**src/hw/rtl/bclpd_pkg.sv**
```systemverilog
// shared types, event codes and register defaults for the button event detector
`timescale 1ns / 1ps

package bclpd_pkg;

    localparam int unsigned TimeWidth = 32;
    localparam int unsigned CfgWidth  = 16;

    localparam logic [CfgWidth-1:0] DEF_DEBOUNCE = 16'd20;
    localparam logic [CfgWidth-1:0] DEF_CLICK    = 16'd300;
    localparam logic [CfgWidth-1:0] DEF_LONG     = 16'd800;

    typedef enum logic [1:0] {
        REG_DEBOUNCE = 2'd0,
        REG_CLICK    = 2'd1,
        REG_LONG     = 2'd2,
        REG_UNUSED   = 2'd3
    } reg_index_t;

    typedef enum logic [2:0] {
        EV_NONE   = 3'd0,
        EV_DOWN   = 3'd1,
        EV_UP     = 3'd2,
        EV_CLICK  = 3'd3,
        EV_DOUBLE = 3'd4,
        EV_LONG   = 3'd5
    } event_t;

    typedef struct packed {
        logic [CfgWidth-1:0] debounce_time;
        logic [CfgWidth-1:0] click_window;
        logic [CfgWidth-1:0] long_press_time;
    } cfg_t;

    typedef struct packed {
        logic                 debounced_level;
        logic                 last_raw_level;
        logic                 long_done;
        logic                 click_waiting;
        logic [TimeWidth-1:0] raw_change_time;
        logic [TimeWidth-1:0] press_begin_time;
        logic [TimeWidth-1:0] release_time;
    } btn_state_t;

endpackage

```
**src/hw/rtl/bclpd_step.sv**
```systemverilog
// next-state and event logic for one button sample
`timescale 1ns / 1ps

module bclpd_step
    import bclpd_pkg::*;
(
    input  cfg_t                 cfg,
    input  btn_state_t           cur,
    input  logic                 raw_pressed,
    input  logic [TimeWidth-1:0] time_now,
    output btn_state_t           nxt,
    output event_t               ev
);

    logic [CfgWidth-1:0]  deb;
    logic [CfgWidth-1:0]  win;
    logic [CfgWidth-1:0]  lng;
    logic [TimeWidth-1:0] change_time;
    logic [TimeWidth-1:0] stable_diff;
    logic [TimeWidth-1:0] press_diff;
    logic [TimeWidth-1:0] release_diff;
    logic                 edge_ok;
    logic                 in_window;
    logic                 window_over;

    assign deb = (cfg.debounce_time == '0) ? DEF_DEBOUNCE : cfg.debounce_time;
    assign win = (cfg.click_window == '0) ? DEF_CLICK : cfg.click_window;
    assign lng = (cfg.long_press_time == '0) ? DEF_LONG : cfg.long_press_time;

    assign change_time  = (raw_pressed != cur.last_raw_level) ? time_now
                                                               : cur.raw_change_time;
    assign stable_diff  = time_now - change_time;
    assign press_diff   = time_now - cur.press_begin_time;
    assign release_diff = time_now - cur.release_time;

    assign edge_ok     = (raw_pressed != cur.debounced_level)
                       && (stable_diff >= {{(TimeWidth-CfgWidth){1'b0}}, deb});
    assign in_window   = release_diff <= {{(TimeWidth-CfgWidth){1'b0}}, win};
    assign window_over = !in_window;

    always_comb
    begin
        nxt                 = cur;
        nxt.last_raw_level  = raw_pressed;
        nxt.raw_change_time = change_time;
        ev                  = EV_NONE;
        priority if (edge_ok)
        begin
            nxt.debounced_level = raw_pressed;
            if (raw_pressed)
            begin
                nxt.press_begin_time = time_now;
                nxt.long_done        = 1'b0;
                ev                   = EV_DOWN;
            end
            else
            begin
                ev = EV_UP;
                priority if (cur.long_done)
                begin
                    nxt.click_waiting = 1'b0;
                end
                else if (cur.click_waiting && in_window)
                begin
                    nxt.click_waiting = 1'b0;
                    ev                = EV_DOUBLE;
                end
                else
                begin
                    nxt.click_waiting = 1'b1;
                    nxt.release_time  = time_now;
                end
            end
        end
        else if (cur.debounced_level && !cur.long_done
                 && (press_diff >= {{(TimeWidth-CfgWidth){1'b0}}, lng}))
        begin
            nxt.long_done     = 1'b1;
            nxt.click_waiting = 1'b0;
            ev                = EV_LONG;
        end
        else if (cur.click_waiting && window_over)
        begin
            nxt.click_waiting = 1'b0;
            ev                = EV_CLICK;
        end
        else
        begin
            ev = EV_NONE;
        end
    end

endmodule

```
**src/hw/rtl/button_click_long_press_detector.sv**
```systemverilog
// top level of the button debounce, click, double click and long press detector
//
//  channel  | handshake              | payload
//  ---------+------------------------+-------------------------------
//  input    | in_valid / in_ready    | raw_pressed, time_now
//  output   | out_valid / out_ready  | event_code
//  config   | cfg_write_en           | cfg_index, cfg_data
//
//  one item per cycle sustained while out_ready is held high; an item passes through the input
//  register, then the step logic, then the result register
//  reset gives released at time 0 and the default register values
//  a stalled result holds in its register while the input register still fills
`timescale 1ns / 1ps

module button_click_long_press_detector
    import bclpd_pkg::*;
(
    input  logic                 clk,
    input  logic                 rst_n,
    input  logic                 in_valid,
    output logic                 in_ready,
    input  logic                 raw_pressed,
    input  logic [TimeWidth-1:0] time_now,
    output logic                 out_valid,
    input  logic                 out_ready,
    output logic [2:0]           event_code,
    input  logic                 cfg_write_en,
    input  logic [1:0]           cfg_index,
    input  logic [CfgWidth-1:0]  cfg_data
);

    cfg_t                 cfg_reg;
    btn_state_t           state_reg;
    btn_state_t           state_next;
    logic                 s1_valid_reg;
    logic                 s1_raw_reg;
    logic [TimeWidth-1:0] s1_time_reg;
    logic                 out_valid_reg;
    event_t               event_reg;
    event_t               event_next;
    logic                 s1_advance;
    reg_index_t           cfg_sel;

    assign s1_advance = s1_valid_reg && (!out_valid_reg || out_ready);
    assign in_ready   = !s1_valid_reg || s1_advance;
    assign out_valid  = out_valid_reg;
    assign event_code = event_reg;
    assign cfg_sel    = reg_index_t'(cfg_index);

    bclpd_step u_step (
        .cfg         (cfg_reg),
        .cur         (state_reg),
        .raw_pressed (s1_raw_reg),
        .time_now    (s1_time_reg),
        .nxt         (state_next),
        .ev          (event_next)
    );

    // configuration registers
    always_ff @(posedge clk or negedge rst_n)
    begin
        if (!rst_n)
        begin
            cfg_reg.debounce_time   <= DEF_DEBOUNCE;
            cfg_reg.click_window    <= DEF_CLICK;
            cfg_reg.long_press_time <= DEF_LONG;
        end
        else if (cfg_write_en)
        begin
            unique case (cfg_sel)
                REG_DEBOUNCE: cfg_reg.debounce_time   <= cfg_data;
                REG_CLICK:    cfg_reg.click_window    <= cfg_data;
                REG_LONG:     cfg_reg.long_press_time <= cfg_data;
                default:      cfg_reg                 <= cfg_reg;
            endcase
        end
    end

    // input register
    always_ff @(posedge clk or negedge rst_n)
    begin
        if (!rst_n)
        begin
            s1_valid_reg <= 1'b0;
        end
        else if (in_ready)
        begin
            s1_valid_reg <= in_valid;
        end
    end

    always_ff @(posedge clk)
    begin
        if (in_valid && in_ready)
        begin
            s1_raw_reg  <= raw_pressed;
            s1_time_reg <= time_now;
        end
    end

    // detector state and result register
    always_ff @(posedge clk or negedge rst_n)
    begin
        if (!rst_n)
        begin
            state_reg     <= '0;
            out_valid_reg <= 1'b0;
            event_reg     <= EV_NONE;
        end
        else
        begin
            if (s1_advance)
            begin
                state_reg     <= state_next;
                out_valid_reg <= 1'b1;
                event_reg     <= event_next;
            end
            else if (out_ready)
            begin
                out_valid_reg <= 1'b0;
            end
        end
    end

endmodule
```
**config.mk**
```make
export PLATFORM = sky130hd
export DESIGN_NAME = button_click_long_press_detector
export DESIGN_NICKNAME = d
export VERILOG_FILES = /design/src/hw/rtl/bclpd_pkg.sv /design/src/hw/rtl/bclpd_step.sv /design/src/hw/rtl/button_click_long_press_detector.sv
export SDC_FILE = /design/constraint.sdc
export NUM_CORES = 1
export LEC_CHECK = 0
export BUFFER_PORTS_ARGS = -buffer_cell sky130_fd_sc_hd__clkbuf_2
export CORE_ASPECT_RATIO = 1.5
export CORE_UTILIZATION = 35
export CTS_CLUSTER_DIAMETER = 30
export DETAILED_ROUTE_END_ITERATION = 10
export GPL_ROUTABILITY_DRIVEN = 0
export PLACE_DENSITY = 0.49
export SYNTH_ARGS = -nofsm -noshare
export SYNTH_HDL_FRONTEND = slang
export SYNTH_SLANG_ARGS = --single-unit
```
**constraint.sdc**
```tcl
create_clock -name clk -period 6.77 [get_ports clk]
set_input_delay 0.677 -clock clk [delete_from_list [all_inputs] [get_ports clk]]
set_output_delay 0.677 -clock clk [all_outputs]
set_load 0.02 [all_outputs]
```
==> impl_metrics.ini, run 1 <==
[status]
status = finished clean

[clock_network]
numCtsBuffers = 17
cts.sinks = 186
ctsHoldBuffers = 0
cts_tree = done
cts.htree.levels = 4
clkTransAtPathRegs_ns = 0.08
root_buffer = clkbuf_16
clock_latency_ns = 0.46
clockBufferDepth = 2

[place]
dp_hpwl_um = 34100
dpl.cell_count = 2167
pre_cts_ws_ns = 0.225
io_buffers = 60
dpl-instance-area_um2 = 15500

[grt]
overflow = 0
antenna_found_initial = 0
grt_pass1_vias = 12045
grt_max_degree = 91
grt_pass1_wl_um = 67400
grtUsageTotal = 0.207

[cells_and_area]
layout.cells.non_filler = 2202
drive_above_1_share = 0.147
final_area_um2 = 16100
seq_area_um2 = 4830
n_antenna_cell = 0
largest_reg_flops = 100
fin_nets = 1822
multiInputGateArea_um2 = 9020
fillCellCount = 4152
layout_commonest_cell = dfrtp_1
finish.utilization = 0.391
syn_to_final_growth_pct = 9.95
mostFrequentLayoutCells = dfrtp_1, nand2_1, ha_1, inv_1, o21ai_0

[setup_path]
required_ns = 7.11
crit_path_end_kind = flop
arrival_ns = 6.67
criticalPathCategory = flop to flop
reg2reg_depth = 25
startpoint_type = flop
crit_path_max_fanout = 21

[pwr]
total_power_mw = 6.57
p_per_area_nw_per_um2 = 409
power.leakage_nw = 7.11
ir_worst_vdd_mv = 0.197

[synthesis]
synthMuxAreaShare = 0.106
ys_warn_count = 0
ys_ff_latch = 186
ys_seq_area_frac = 0.331
syn_inst = 1598
synth_flop_cell = dfrtp_1
synth-adder-area-share = 0.120
yosys.cell_types.count = 90
synth_edf_count = 33
synthesis.nets = 1789
async_reset_ff_frac = 0.823
syn_avg_cell_area_um2 = 9.14
synth_area_um2 = 14600
synth_compound_area_frac = 0.195
synth-simple-area-share = 0.150
synth_top_family_by_area = compound AO/OA/AOI/OAI gates
synthXorXnorAreaFrac = 0.0448

[timing]
hold_viol_final = 0
fin_hold_ws_ns = 0.270
fin_skew_ns = 0.0149
finalSetupTns_ns = 0
max_freq_ghz = 0.158
fin_crit_sh = 0.935
setup_viol = 0
tightest_slew_ns = 0.907
slew_violations = 0
rsz0062_at_grt = false
min_period_ns = 6.33
worst_slack_ns = 0.437
relSlewSlack = 0.396

[job]
cap_violations = 0

[worst_hold_path]
hold_class = primary input to asynchronous set/reset pin

[floorplan]
design.die.area_um2 = 42600
fp.dieH_um = 252
rows = 91
die_w_um = 169
initial_core_util = 0.355
placeableCoreArea_um2 = 41100
io_pins = 61

[route]
vias_per_cell = 5.39
wl_per_cell_um = 19.4
drtAntennaViolNets = 0
drc = 0
drtPass1Iterations = 5
drt_iter0_markers = 588
vias = 11879
wirelength_um = 42600
## cell families after synthesis
group / count (synthesis)
AOI/OAI and AO/OA: 438
and+or+nand+nor: 435
buffers and inverters: 193
DFF: 186
adders and majority gates: 140
muxes: 133
xor gates and xnor gates: 73
## power by group
group,switching [mW],leakage [nW],internal [mW]
sequential,0.212,2.14,1.45
combinational,2.27,4.67,1.62
clock,0.504,0.289,0.518
## timing repair
action,4_1_cts,5_1_grt
resized for setup,0,1
endpoints found under the setup margin,0,16
setup buffers,0,3
## worst paths after layout
check                          startpoint         endpoint  slack, ns
setup / recovery           s1_time_reg[0]     state_reg[3]       0.44
hold / removal                      rst_n       cfg_reg[2]       0.27
setup reg to reg           s1_time_reg[0]     state_reg[3]       0.44
hold reg to reg             state_reg[71]    state_reg[71]       0.48
max in group asynchronous           rst_n    state_reg[90]       5.07
min in group clk             time_now[16]  s1_time_reg[16]       0.39
## cells in the mapped netlist, types with 9 or more instances
cell type	instances	share of area
o21a_1	26	0.013
nor2b_1	13	0.0056
a21o_1	39	0.020
mux2_4	24	0.025
clkbuf_1	52	0.013
mux2_2	70	0.054
o211ai_1	14	0.0072
nand2b_1	39	0.017
nand4_1	25	0.011
a211oi_1	20	0.010
xor2_1	35	0.021
dfstp_2	9	0.016
ha_1	133	0.11
nor3_1	26	0.0089
a21oi_1	102	0.035
dfrtp_1	144	0.25
edfxtp_1	33	0.068
mux2i_1	35	0.024
nor2_1	76	0.020
and4_1	9	0.0054
nand3_1	31	0.011
nand2_1	143	0.037
xnor2_1	36	0.022
a31oi_1	16	0.0069
nor4_1	19	0.0081
inv_1	127	0.033
o21ai_0	120	0.041
## worst max-delay path: stages (launching register included)
cell and delay, ns:
edfxtp_1 0.39, inv_1 0.12, ha_1 0.23, fa_1 0.41, nand2b_1 0.20, a21oi_2 0.22, nor2_1 0.09, o21ai_0 0.28
a31oi_1 0.17, nor2b_1 0.13, o21ai_0 0.08, nand2b_1 0.13, xor2_1 0.10, ha_1 0.22, a2111oi_0 0.33, o21ai_0 0.16
a221oi_1 0.40, a22oi_1 0.24, a211oi_1 0.28, nand4_1 0.14, or4_1 0.53, nor4_1 0.35, and2_1 0.21, or3_1 0.13
buf_4 0.28, mux2_2 0.38
## cell type report
cell class                 instances  share of cell area
multi-input combinational       1219               0.561
sequential                       186               0.301
clock buffer                      19              0.0289
clock inverter                    13             0.00748
timing repair buffer              80              0.0284
tap                              558              0.0435
inverter                         127              0.0297
## per-layer routing
metal	up-vias	track usage	wire, um
met5	-	0	0
met4	0	0.0836	1380
met3	64	0.0205	784
met2	181	0.382	22300
met1	5736	0.243	18200
li1	5898	-	-
Power figures use the tool's default switching activity.
==> inputs of run 2 (changes only) <==
--- a/config.mk
+++ b/config.mk
@@ -5,13 +5,14 @@
 export SDC_FILE = /design/constraint.sdc
 export NUM_CORES = 1
 export LEC_CHECK = 0
-export BUFFER_PORTS_ARGS = -buffer_cell sky130_fd_sc_hd__clkbuf_2
 export CORE_ASPECT_RATIO = 1.5
 export CORE_UTILIZATION = 35
 export CTS_CLUSTER_DIAMETER = 30
 export DETAILED_ROUTE_END_ITERATION = 10
+export DONT_BUFFER_PORTS = 1
 export GPL_ROUTABILITY_DRIVEN = 0
-export PLACE_DENSITY = 0.49
+export GPL_TIMING_DRIVEN = 0
+export PLACE_DENSITY = 0.48
 export SYNTH_ARGS = -nofsm -noshare
 export SYNTH_HDL_FRONTEND = slang
 export SYNTH_SLANG_ARGS = --single-unit
==> impl_metrics.ini, run 2 (synthesis results as in run 1) <==
[grt]
antenna_found_initial = 0
grt_pass1_vias = 11910
grtUsageTotal = 0.208
grt_pass1_wl_um = 67400
grt_max_degree = 145
overflow = 0

[pwr]
p_switching_mw = 3.01
power.share.sequential = 0.250
clock_power_share = 0.159
power.leakage_nw = 7.02
swShare = 0.450
ir_worst_vdd_mv = 0.195
p_int_mw = 3.68
total_power_mw = 6.69
p_per_area_nw_per_um2 = 412
combPwrFrac = 0.591

[timing]
tightest_slew_ns = 0.847
relSlewSlack = 0.435
max_freq_ghz = 0.155
slew_violations = 0
min_period_ns = 6.45
fin_skew_ns = 0.0166
setup_viol = 0
fin_crit_sh = 0.953
rsz0062_at_grt = false
hold_viol_final = 0
worst_slack_ns = 0.320
finalSetupTns_ns = 0

[cells_and_area]
layout_commonest_cell = dfrtp_1
layout.cells.non_filler = 2202
fin_nets = 1822
n_antenna_cell = 0
largest_reg_flops = 100
mostFrequentLayoutCells = dfrtp_1, nand2_1, ha_1, inv_1, o21ai_0
drive_above_1_share = 0.122
finish.utilization = 0.395
syn_to_final_growth_pct = 11.1

[setup_path]
slowest_stage = or4b_4
criticalPathCategory = flop to flop
arrival_ns = 6.79
required_ns = 7.11
slowest_delay_ns = 0.55
startpoint_type = flop
crit_path_end_kind = flop
path_common_cell = buf_6
crit_path_max_fanout = 10

[clock_network]
cts.sinks = 186
root_buffer = clkbuf_16
clockBufferDepth = 2
clkTransAtPathRegs_ns = 0.08
cts_tree = done
numCtsBuffers = 17
clock_latency_ns = 0.46
cts.htree.levels = 4

[route]
drtAntennaViolNets = 0
drtPass1Iterations = 6
wl_per_cell_um = 19.7
drt_iter0_markers = 594
drc = 0
wirelength_um = 43300
vias_per_cell = 5.39
vias = 11868

[floorplan]
initial_core_util = 0.355
design.die.area_um2 = 42600
placeableCoreArea_um2 = 41100
die_w_um = 169
rows = 91
io_pins = 61
fp.dieH_um = 252

[place]
dp_hpwl_um = 34800
io_buffers = 0
pre_cts_ws_ns = -1.15
dpl.cell_count = 2156

[job]
cap_violations = 0

[status]
status = finished clean

[worst_hold_path]
hold_class = primary input to asynchronous set/reset pin
## run 2: changes by cell type in the layout (fill, tap and decap cells not counted), moves of 2 or more
cell,delta
clkbuf_2,-58
clkbuf_1,+53
buf_6,+6
buf_4,-5
buf_8,+4
o21ai_0,-4
o21ai_1,+4
ha_1,-3
bufinv_16,+2
ha_2,+2
nor3_1,-2
## run 2: layer usage
layer	up-vias	GRT usage	part of all wire
li1	5889	-	-
met1	5770	0.237	0.41
met2	153	0.395	0.54
met3	56	0.0222	0.015
met4	0	0.0766	0.033
met5	-	0	0
## run 2: repair_timing
action / in CTS / in global routing
gates resized for setup: 24 / 24
hold buffers: 1 / 0
setup buffers: 2 / 12
hold endpoints to repair: 144 / 0
setup endpoints to repair: 70 / 67
pin swaps: 3 / 8
## run 2: cell type report
cell class                 instances  area (um^2)
inverter                         127          477
buffer                            65          363
tap                              558          698
sequential                       186         4830
timing repair buffer              15          133
fill                            4186        24900
multi-input combinational       1219         9130
clock buffer                      22          475
clock inverter                    10          128
## run 2: final timing paths
kind | from | to | slack, ns | cells after the start
worst max-delay path | state_reg[98] | state_reg[59] | 0.32 | 28
worst min-delay path | rst_n | cfg_reg[5] | 0.06 | 0
worst max register to register | state_reg[98] | state_reg[59] | 0.32 | 28
worst min register to register | state_reg[89] | state_reg[89] | 0.48 | 2
max in group asynchronous | rst_n | out_valid | 5.95 | 1
min in group clk | time_now[30] | s1_time_reg[30] | 0.31 | 0
## run 2: worst max-delay path: cells and delay by family (launching register included)
| kind | cells | cell delay, ns |
|---|---|---|
| flops | 1 | 0.50 |
| buf+inv | 5 | 0.76 |
| compound gates | 9 | 1.77 |
| fa+ha+maj | 2 | 0.54 |
| xor+xnor | 2 | 0.46 |
| mux | 1 | 0.30 |
| simple gates | 9 | 1.99 |
## run 2: metrics by stage
step | cell area (um^2) | hold slack (ns)
4_1_cts | 16100 | 0.0302
6_report | 16200 | 0.0574
5_1_grt | 16200 | 0.0321
3_5_place_dp | 15300 | 0.389
3_3_place_gp | 15300 | 0.390
2_1_floorplan | 14600 | 0.381
## run 2: power by group through the flow
stage / sequential, mW / combinational [mW] / clock (mW)
after floorplan: 1.62 / 2.91 / 0
after global placement: 1.68 / 3.77 / 0
after detailed placement: 1.69 / 3.81 / 0
after CTS: 1.67 / 3.90 / 1.10
after global routing: 1.72 / 4.39 / 1.13
final: 1.67 / 3.95 / 1.07
